**src/hw/rtl/psfn_pkg.sv**
```systemverilog
// shared types and constants for the pcm sample format normalizer
// no dependencies; used by the config registers, the datapath and the top level
package psfn_pkg;

	localparam int unsigned CFG_IDX_W = 3;

	typedef enum logic [CFG_IDX_W-1:0] {
		REG_WIDE_SAMPLES       = 3'd0,
		REG_STEREO_INTERLEAVED = 3'd1,
		REG_BIG_ENDIAN_WORDS   = 3'd2,
		REG_DELTA_CODED        = 3'd3,
		REG_UNSIGNED_CODED     = 3'd4
	} cfg_reg_t;

	typedef struct packed {
		logic wide_samples;
		logic stereo_interleaved;
		logic big_endian_words;
		logic delta_coded;
		logic unsigned_coded;
	} cfg_t;

	localparam logic [15:0] SIGN_WIDE   = 16'h8000;
	localparam logic [15:0] SIGN_NARROW = 16'h0080;
	localparam logic [15:0] MASK_WIDE   = 16'hFFFF;
	localparam logic [15:0] MASK_NARROW = 16'h00FF;

endpackage

```
**src/hw/rtl/psfn_cfg_regs.sv**
```systemverilog
// configuration register bank of the pcm sample format normalizer
// depends on psfn_pkg for the register indexes and the cfg_t struct
module psfn_cfg_regs (
	input  logic                          clk,
	input  logic                          arst_n,
	input  logic                          wr_en,
	input  logic [psfn_pkg::CFG_IDX_W-1:0] wr_index,
	input  logic                          wr_data,
	output psfn_pkg::cfg_t                cfg
);

	psfn_pkg::cfg_t cfg_q;

	always_ff @(posedge clk or negedge arst_n) begin
		if (!arst_n) begin
			cfg_q <= '0;
		end else if (wr_en) begin
			unique case (wr_index)
				psfn_pkg::REG_WIDE_SAMPLES:       cfg_q.wide_samples       <= wr_data;
				psfn_pkg::REG_STEREO_INTERLEAVED: cfg_q.stereo_interleaved <= wr_data;
				psfn_pkg::REG_BIG_ENDIAN_WORDS:   cfg_q.big_endian_words   <= wr_data;
				psfn_pkg::REG_DELTA_CODED:        cfg_q.delta_coded        <= wr_data;
				psfn_pkg::REG_UNSIGNED_CODED:     cfg_q.unsigned_coded     <= wr_data;
				// indexes past the list are dropped
				default: ;
			endcase
		end
	end

	assign cfg = cfg_q;

endmodule

```
**src/hw/rtl/psfn_datapath.sv**
```systemverilog
// conversion stage: byte swap, delta accumulate, sign flip and extend
// holds the per-channel sums, the channel toggle and the result register
// depends on psfn_pkg
module psfn_datapath (
	input  logic           clk,
	input  logic           arst_n,
	input  psfn_pkg::cfg_t cfg,
	input  logic           load,
	input  logic [15:0]    word_s1,
	input  logic           start_s1,
	output logic [15:0]    result_s2,
	output logic           right_s2
);

	logic [15:0] left_sum_q;
	logic [15:0] right_sum_q;
	logic        toggle_q;

	logic [15:0] mask;
	logic [15:0] sign;
	logic [15:0] v;
	logic [15:0] lsum_eff;
	logic [15:0] rsum_eff;
	logic        right;
	logic [15:0] sum;
	logic [15:0] val;
	logic [15:0] val_ext;

	always_comb begin
		mask = cfg.wide_samples ? psfn_pkg::MASK_WIDE : psfn_pkg::MASK_NARROW;
		sign = cfg.wide_samples ? psfn_pkg::SIGN_WIDE : psfn_pkg::SIGN_NARROW;

		if (cfg.wide_samples && cfg.big_endian_words)
			v = {word_s1[7:0], word_s1[15:8]};
		else
			v = word_s1;
		v = v & mask;

		// start of a sample clears both sums and returns to left
		lsum_eff = start_s1 ? 16'h0000 : left_sum_q;
		rsum_eff = start_s1 ? 16'h0000 : right_sum_q;
		right    = cfg.stereo_interleaved & ~start_s1 & toggle_q;

		sum = ((right ? rsum_eff : lsum_eff) + v) & mask;

		priority if (cfg.delta_coded)
			val = sum;
		else if (cfg.unsigned_coded)
			val = v ^ sign;
		else
			val = v;
		val = val & mask;

		val_ext = cfg.wide_samples ? val : {{8{val[7]}}, val[7:0]};
	end

	always_ff @(posedge clk or negedge arst_n) begin
		if (!arst_n) begin
			left_sum_q  <= '0;
			right_sum_q <= '0;
			toggle_q    <= 1'b0;
		end else if (load) begin
			left_sum_q  <= (cfg.delta_coded && !right) ? sum : lsum_eff;
			right_sum_q <= (cfg.delta_coded && right) ? sum : rsum_eff;
			toggle_q    <= cfg.stereo_interleaved & ~right;
		end
	end

	always_ff @(posedge clk) begin
		if (load) begin
			result_s2 <= val_ext;
			right_s2  <= right;
		end
	end

endmodule

```
**src/hw/rtl/pcm_sample_format_normalizer.sv**
```systemverilog
// top level of the pcm sample format normalizer: handshake, input register
// depends on psfn_pkg, psfn_cfg_regs and psfn_datapath
//
// One stored word in, one signed 16-bit sample out, one word per cycle
// sustained while the output does not stall. A word is held in the input
// register and then converted into the result register, which presents it
// as the result; the running delta sums are updated by a single 16-bit add
// in that conversion step, which also updates the channel toggle. The input
// side keeps accepting while a result waits, and only stalls when the input
// register and the result register are both full and the output is stalled.
// Configuration writes are always ready and take effect from the next
// converted word.
module pcm_sample_format_normalizer (
	input  logic                           clk,
	input  logic                           arst_n,

	input  logic                           cfg_valid,
	output logic                           cfg_ready,
	input  logic [psfn_pkg::CFG_IDX_W-1:0] cfg_index,
	input  logic                           cfg_data,

	input  logic                           in_valid,
	output logic                           in_stall,
	input  logic [15:0]                    raw_word,
	input  logic                           sample_start,

	output logic                           out_valid,
	input  logic                           out_stall,
	output logic signed [15:0]             linear_sample,
	output logic                           right_channel
);

	psfn_pkg::cfg_t cfg;

	logic        valid_s1;
	logic [15:0] word_s1;
	logic        start_s1;
	logic        valid_s2;
	logic        adv_s2;
	logic        load_s2;
	logic        take_in;
	logic [15:0] result_s2;
	logic        right_s2;

	assign cfg_ready = 1'b1;

	psfn_cfg_regs u_cfg (
		.clk      (clk),
		.arst_n   (arst_n),
		.wr_en    (cfg_valid & cfg_ready),
		.wr_index (cfg_index),
		.wr_data  (cfg_data),
		.cfg      (cfg)
	);

	assign adv_s2   = ~valid_s2 | ~out_stall;
	assign load_s2  = valid_s1 & adv_s2;
	assign in_stall = valid_s1 & ~adv_s2;
	assign take_in  = in_valid & ~in_stall;

	always_ff @(posedge clk or negedge arst_n) begin
		if (!arst_n) begin
			valid_s1 <= 1'b0;
			valid_s2 <= 1'b0;
		end else begin
			if (take_in)
				valid_s1 <= 1'b1;
			else if (load_s2)
				valid_s1 <= 1'b0;
			if (load_s2)
				valid_s2 <= 1'b1;
			else if (!out_stall)
				valid_s2 <= 1'b0;
		end
	end

	always_ff @(posedge clk) begin
		if (take_in) begin
			word_s1  <= raw_word;
			start_s1 <= sample_start;
		end
	end

	psfn_datapath u_dp (
		.clk       (clk),
		.arst_n    (arst_n),
		.cfg       (cfg),
		.load      (load_s2),
		.word_s1   (word_s1),
		.start_s1  (start_s1),
		.result_s2 (result_s2),
		.right_s2  (right_s2)
	);

	assign out_valid     = valid_s2;
	assign linear_sample = result_s2;
	assign right_channel = right_s2;

	// input only backs up when both registers hold a word
	a_stall_needs_full: assert property (@(posedge clk) disable iff (!arst_n)
		in_stall |-> (valid_s1 && valid_s2))
		else $error("input stalled with a free register");

	// a word moved into the result register shows up as a result
	a_load_gives_result: assert property (@(posedge clk) disable iff (!arst_n)
		load_s2 |=> out_valid)
		else $error("converted word lost");

	// a result blocked downstream keeps the input register from being overwritten
	a_s1_kept: assert property (@(posedge clk) disable iff (!arst_n)
		(valid_s1 && !load_s2) |=> (valid_s1 && $stable(word_s1) && $stable(start_s1)))
		else $error("pending input word overwritten");

endmodule
```
**config.mk**
```make
export PLATFORM = sky130hd
export DESIGN_NAME = pcm_sample_format_normalizer
export DESIGN_NICKNAME = d
export VERILOG_FILES = /design/src/hw/rtl/psfn_pkg.sv /design/src/hw/rtl/psfn_cfg_regs.sv /design/src/hw/rtl/psfn_datapath.sv /design/src/hw/rtl/pcm_sample_format_normalizer.sv
export SDC_FILE = /design/constraint.sdc
export NUM_CORES = 1
export LEC_CHECK = 0
export BUFFER_PORTS_ARGS = -buffer_cell sky130_fd_sc_hd__buf_2
export CAP_MARGIN = 5
export CORE_MARGIN = 2
export CORE_UTILIZATION = 55
export DETAILED_ROUTE_END_ITERATION = 6
export GPL_TIMING_DRIVEN = 0
export HOLD_SLACK_MARGIN = 0.12
export PLACE_DENSITY = 0.84
export SLEW_MARGIN = 20
export SYNTH_ARGS = -nofsm -noshare
export SYNTH_HDL_FRONTEND = slang
export SYNTH_SLANG_ARGS = --single-unit
```
**constraint.sdc**
```tcl
create_clock -name clk -period 4.05 [get_ports clk]
set_clock_uncertainty 0.2 [all_clocks]
set_input_delay 0.2025 -clock clk [delete_from_list [all_inputs] [get_ports clk]]
set_output_delay 0.2025 -clock clk [all_outputs]
set_load 0.02 [all_outputs]
```
Word level (Yosys, flattened, before mapping)

Cells that the tools add are included.

Add/sub/neg operators: 1
$mul: 0
Divide/modulo/power cells: 0
Order comparisons: 0
Equality and inequality tests: 5
Shift-type cells: 0
Mux-type cells: 15
Bitwise logic cells: 17
Reductions and logical operators: 11

Operator list:

| cell               | count |
|---|---|
| $mux 16            | 11 |
| $and 16x16->16     | 3 |
| $add 16x16->16     | 1 |
| $xor 16x16->16     | 1 |
| $reduce_and 2->1   | 5 |
| $and 1x1->1        | 6 |
| $eq 3x2->1 const B | 2 |
| $not 1->1          | 6 |
| $mux 1             | 4 |
| $eq 3x1->1 const B | 1 |
| $eq 3x3->1 const B | 1 |
| $logic_and 1x1->1  | 3 |
| $logic_not 3->1    | 1 |
| $ne 2x1->1 const B | 1 |
| $reduce_bool 2->1  | 1 |
| $logic_not 1->1    | 1 |
| $or 1x1->1         | 1 |

Flip-flop bits (word level): 74
Bits in latches: 0
Bits in writable memories: 0
Memory bits (read-only): 0
Input bits: 26
Logic and storage cells: 63
Memories: 0

Depth between registers and ports, before layout

Depth after elaboration: 9
Gate-level depth with buffers: 13

Hierarchy

From an unflattened synthesis, not the netlist that was laid out.

Cells, all modules: 388
Area total of the unflattened synthesis: 4,286.6 µm²

Modules (own cells, without submodules):

| module                       | instances | cells each | area each (µm²) | sequential area each (µm²) |
|---|---|---|---|---|
| psfn_datapath                | 1         | 346        | 3,418.3         | 1,336.3 |
| pcm_sample_format_normalizer | 1         | 27         | 614.3           | 560.5 |
| psfn_cfg_regs                | 1         | 15         | 254.0           | 125.1 |

Least setup slack after synthesis

Ideal clock, no wire load.

Path type: reg2reg
Start point: register u_cfg.cfg_q, in the netlist u_cfg.cfg[2]
End point: register u_dp.result_s2[12], data pin
Library setup time: 0.261 ns
Arrival time: 2.895 ns
Setup slack: 0.694 ns
Cell stages (with the launch flop): 12
Buffers on the path: 1
Period minus slack after synthesis: 3.356 ns
Cell sequence: dfrtp_1 -> buf_4 -> nand2_2 -> mux2_2 -> ha_1 -> fa_1 -> a211o_1 -> a21oi_1 -> a32o_1 -> o21ai_0 -> xor2_1 -> a221o_1

Longest elaborated chain between the ends: 8
Elaborated cells between the ends (all ways): 10
Classes of those cells: 1 x add/sub; 4 x mux; 4 x bitwise; 1 x reduce/logical

RTL lines:

| item                                             | line                                     | source |
|---|---|---|
| start: declaration                               | psfn_cfg_regs.sv:12                      | `psfn_pkg::cfg_t cfg_q;` |
| $logic_and 1x1->1 *                              | psfn_datapath.sv:33                      | `if (cfg.wide_samples && cfg.big_endian_words)` |
| $mux 16 *                                        | psfn_datapath.sv:33                      |  |
| $and 16x16->16 *                                 | psfn_datapath.sv:37                      | `v = v & mask;` |
| $add 16x16->16 or $xor 16x16->16 (tied branches) | psfn_datapath.sv:44, psfn_datapath.sv:49 |  |
| $and 16x16->16 or $mux 16 (tied branches)        | psfn_datapath.sv:44, psfn_datapath.sv:48 |  |
| $mux 16 *                                        | psfn_datapath.sv:46                      | `priority if (cfg.delta_coded)` |
| $and 16x16->16 *                                 | psfn_datapath.sv:52                      | `val = val & mask;` |
| $mux 16 *                                        | psfn_datapath.sv:54                      | `val_ext = cfg.wide_samples ? val : {{8{val[7]}}, val[7:0]};` |
| named net u_dp.val_ext[12]                       | psfn_datapath.sv:27                      | `logic [15:0] val_ext;` |
| end signal: assignment                           | psfn_datapath.sv:71                      | `result_s2 <= val_ext;` |
| end: declaration                                 | psfn_datapath.sv:11                      | `output logic [15:0] result_s2,` |

Mark *: on every way through the listed nets, which the timed path passes. The rest lies on a longest branch.
A chain may end at the register's enable or synchronous reset.

Worst setup path after layout

Start point: register u_dp.toggle_q
End point: register u_dp.result_s2[12], data pin

Longest elaborated chain between the ends: 7

RTL lines:

| item                       | line                | source |
|---|---|---|
| start: declaration         | psfn_datapath.sv:17 | `logic toggle_q;` |
| start signal: assignment   | psfn_datapath.sv:65 | `toggle_q <= cfg.stereo_interleaved & ~right;` |
| $and 1x1->1                | psfn_datapath.sv:42 | `right = cfg.stereo_interleaved & ~start_s1 & toggle_q;` |
| $mux 16                    | psfn_datapath.sv:44 | `sum = ((right ? rsum_eff : lsum_eff) + v) & mask;` |
| $add 16x16->16             | psfn_datapath.sv:44 |  |
| $and 16x16->16             | psfn_datapath.sv:44 |  |
| $mux 16                    | psfn_datapath.sv:46 |  |
| $and 16x16->16             | psfn_datapath.sv:52 |  |
| $mux 16                    | psfn_datapath.sv:54 |  |
| named net u_dp.val_ext[12] | psfn_datapath.sv:27 |  |

The timed path passes the listed nets, and every way through them passes these cells.

==> flow_summary.json <==
{
  "ys_seq_elements": 74,
  "firstDrtPassIters": 5,
  "num_vias": 3444,
  "power_mw": 2.42,
  "worst_pin_slew_ps": 906,
  "maxSlewHeadroom_pct": 39.6,
  "grt_usage_pct": 27.2,
  "diodes": 0,
  "p_leak_nw": 2.14,
  "ir_worst_vdd_v": 0.000309,
  "yosys.area_share.simple_pct": 12.4,
  "path_max_fanout": 10,
  "std_cell_rows": 31,
  "synthArstFlopShare_pct": 54.1,
  "clkTransAtPathRegs_ps": 70,
  "clock_path_buffers": 2,
  "slowest_delay_ps": 430,
  "die_h_um": 90.3,
  "synth_xor_area_share_pct": 3.21,
  "rsz0062_at_grt": "false",
  "cp-start-kind": "register",
  "ys_types": 52,
  "yosys_warnings": 0,
  "postPlaceCellArea_um2": 4440,
  "fill_cells": 553,
  "critical_path_class": "register to register",
  "gp_congestion": 0.927,
  "yosys.area_share.adder_pct": 5.08,
  "grt_pass1_wl_um": 17100,
  "final_max_slew_viol_count": 0,
  "finalSetupTns_ps": 0,
  "p_switching_mw": 0.886,
  "final_area_um2": 4880,
  "comb_power_share_pct": 38.6,
  "cts_max_level": 3,
  "ant_nets": 0,
  "fin_crit_sh_pct": 94.9,
  "pwr-share-clk_pct": 19.8,
  "synth_nets": 424,
  "grt-ovfl-total": 0,
  "boundaryPins": 46,
  "synth.avg_cell_area_um2": 10.7,
  "areaGrowthSynthToFinish_pct": 19.2,
  "power_density_nw_per_um2": 496,
  "setup_viol": 0,
  "ys_seq_area_share_pct": 49.4,
  "p_seq_share_pct": 41.6,
  "root_buffer": "clkbuf_8",
  "synth_top_family_by_area": "compound AO/OA/AOI/OAI gates",
  "synth_compound_area_share_pct": 19.1,
  "grt_pass1_vias": 3360,
  "cts_sinks": 74,
  "cts_buffers": 9,
  "status": "completed",
  "viasPerCell": 6.06,
  "synth_ff_type": "dfrtp_1",
  "synth_mux_area_share_pct": 7.43,
  "start_util_pct": 56.7,
  "hpwl_um": 7060,
  "drc_errors": 0,
  "cpMostUsedCell": "a21oi_1",
  "antenna_found_initial": 0,
  "clock.fmax_ghz": 0.260,
  "cap_viol_max_count": 0,
  "finish.utilization_pct": 67.6,
  "die_w_um": 90.3,
  "wl_um": 10700,
  "clk_latency_ps": 350,
  "cpMaxStageDelayCell": "fa_1",
  "period_minus_slack_ps": 3850,
  "cts_tree": "built",
  "drive_gt1_share_pct": 19.4,
  "p_sw_share_pct": 36.6,
  "netlist_instances": 382,
  "nets": 506,
  "crit_path_end_kind": "register",
  "core_um2": 7210,
  "required_ps": 3960,
  "dieArea_um2": 8150,
  "portBuffers": 44,
  "synth_area_um2": 4090,
  "synth-edff-count": 34,
  "routedWlPerCell_um": 18.8,
  "hp-class": "register to register",
  "final_hold_viol_count": 0,
  "cp_cell_sequence": "and2_1 -> buf_4 -> buf_1 -> nand2_1 -> a21oi_1 -> ha_1 -> fa_1 -> a211o_1 -> a21oi_1 -> a32o_1 -> o21ai_0 -> xor2_1 -> a221o_1",
  "worst-endpoint-arrival_ps": 3750,
  "p_int_mw": 1.54,
  "post_cts_buffers": 0,
  "first_iter_violations": 308,
  "grt_max_degree": 41
}
[worst paths after layout]
kind	endpoint	slack, ps	startpoint	cells after the start
max	u_dp.result_s2[12]$_DFFE_PP_	200	u_dp.toggle_q$_DFFE_PN0P_	13
min	u_dp.left_sum_q[8]$_DFFE_PN0P_	290	u_dp.left_sum_q[8]$_DFFE_PN0P_	2
max reg2reg	u_dp.result_s2[12]$_DFFE_PP_	200	u_dp.toggle_q$_DFFE_PN0P_	13
min reg2reg	u_dp.left_sum_q[8]$_DFFE_PN0P_	290	u_dp.left_sum_q[8]$_DFFE_PN0P_	2
max in group asynchronous	u_dp.right_sum_q[4]$_DFFE_PN0P_	2760	arst_n	2
min in group asynchronous	u_dp.left_sum_q[0]$_DFFE_PN0P_	330	arst_n	2
[flip-flops by register name (all words and copies together), names as in the netlist]
name              cells
u_dp.right_sum_q     16
u_dp.toggle_q         1
word_s1              16
valid_s1              1
out_valid             1
u_dp.result_s2       16
u_dp.left_sum_q      16
u_dp.right_s2         1
start_s1              1
u_cfg.cfg             5
[cells in the mapped netlist (3+ instances only)]
library cell	count	area, um2
edfxtp_1	34	1020
nor2_1	21	78.8
nand3_1	7	35.0
a21o_1	9	67.6
a221o_1	5	50.1
a22o_1	26	228
nand2b_1	4	25.0
xnor2_1	8	70.1
o21ai_1	3	15.0
nand2_1	53	199
inv_1	11	41.3
mux2i_1	9	90.1
buf_4	3	22.5
xor2_1	7	61.3
mux2_2	19	214
or3_1	3	18.8
a21oi_1	31	155
o21ai_0	13	65.1
and2_1	4	25.0
o21a_1	3	22.5
a211o_1	4	35.0
dfrtp_1	40	1000
clkbuf_1	8	30.0
ha_1	15	188
a32o_1	3	30.0
nor2b_1	3	18.8
[power groups by stage]
stage	clock network, mW	registers, mW	logic (mW)
after floorplan	0	1.05	0.614
after global placement	0	1.01	0.865
after detailed placement	0	1.02	0.895
after CTS	0.473	1.00	0.917
after global routing	0.522	1.02	1.01
final	0.479	1.01	0.936
[layout by cell type (no fill, tap or decap), types with 3 or more instances in the layout]
master / count
a211o_1: 4
a21o_1: 9
a21oi_1: 31
a221o_1: 5
a22o_1: 26
a32o_1: 3
and2_1: 4
buf_2: 46
buf_4: 3
clkbuf_1: 8
clkbuf_8: 9
clkinv_2: 3
dfrtp_1: 40
dlygate4sd3_1: 28
edfxtp_1: 34
ha_1: 15
inv_1: 11
mux2_2: 19
mux2i_1: 9
nand2_1: 53
nand2b_1: 4
nand3_1: 7
nor2_1: 21
nor2b_1: 3
o21a_1: 3
o21ai_0: 13
o21ai_1: 3
or3_1: 3
xnor2_1: 8
xor2_1: 7
[per-stage QoR]
stage / worst slack, ps / cells / hold slack, ps
floorplan: 694 / 382 / -293
global placement: 138 / 525 / 165
detailed placement: 86.7 / 525 / 173
CTS: 86.0 / 569 / 290
global route: 8.54 / 568 / 315
finish: 205 / 568 / 288
[area by class of cell]
cell class / instances / area (um2) / area share [%]
Timing Repair Buffer: 72 / 500 / 10.3
Clock inverter: 5 / 22.5 / 0.462
Buffer: 16 / 90.1 / 1.85
Sequential cell: 74 / 2020 / 41.4
Inverter: 11 / 41.3 / 0.846
Multi-Input combinational cell: 280 / 1950 / 39.9
Clock buffer: 11 / 131 / 2.69
Tap cell: 99 / 124 / 2.54
[critical path: cells and delay by family, from the launching register on]
| family | cells | cell delay, ps |
|---|---|---|
| xor gates and xnor gates | 1 | 230 |
| DFF | 1 | 400 |
| AOI/OAI and AO/OA | 6 | 1390 |
| and+or+nand+nor | 2 | 300 |
| buffers and inverters | 2 | 420 |
| adders and majority gates | 2 | 660 |
[kinds of logic after synthesis]
kind of cell	count (synthesis)
AOI/OAI and AO/OA	111
and+or+nand+nor	109
DFF	74
muxes	28
buffers and inverters	28
adders and majority gates	16
xor gates and xnor gates	15
other	1
[routing by layer]
| metal | global-route usage [%] | vias up | part of all wire [%] |
|---|---|---|---|
| li1 | - | 1575 | - |
| met1 | 34.4 | 1623 | 39 |
| met2 | 45.9 | 205 | 50 |
| met3 | 4.26 | 41 | 7.6 |
| met4 | 13.2 | 0 | 3.8 |
| met5 | 0 | - | 0 |
[what timing repair did]
action                     in CTS  in global routing
hold buffers                   28                  0
resized for setup               0                  4
setup endpoints to repair       0                  7
hold endpoints to repair       64                  0
Note: power is estimated with default switching activity, not from simulation.
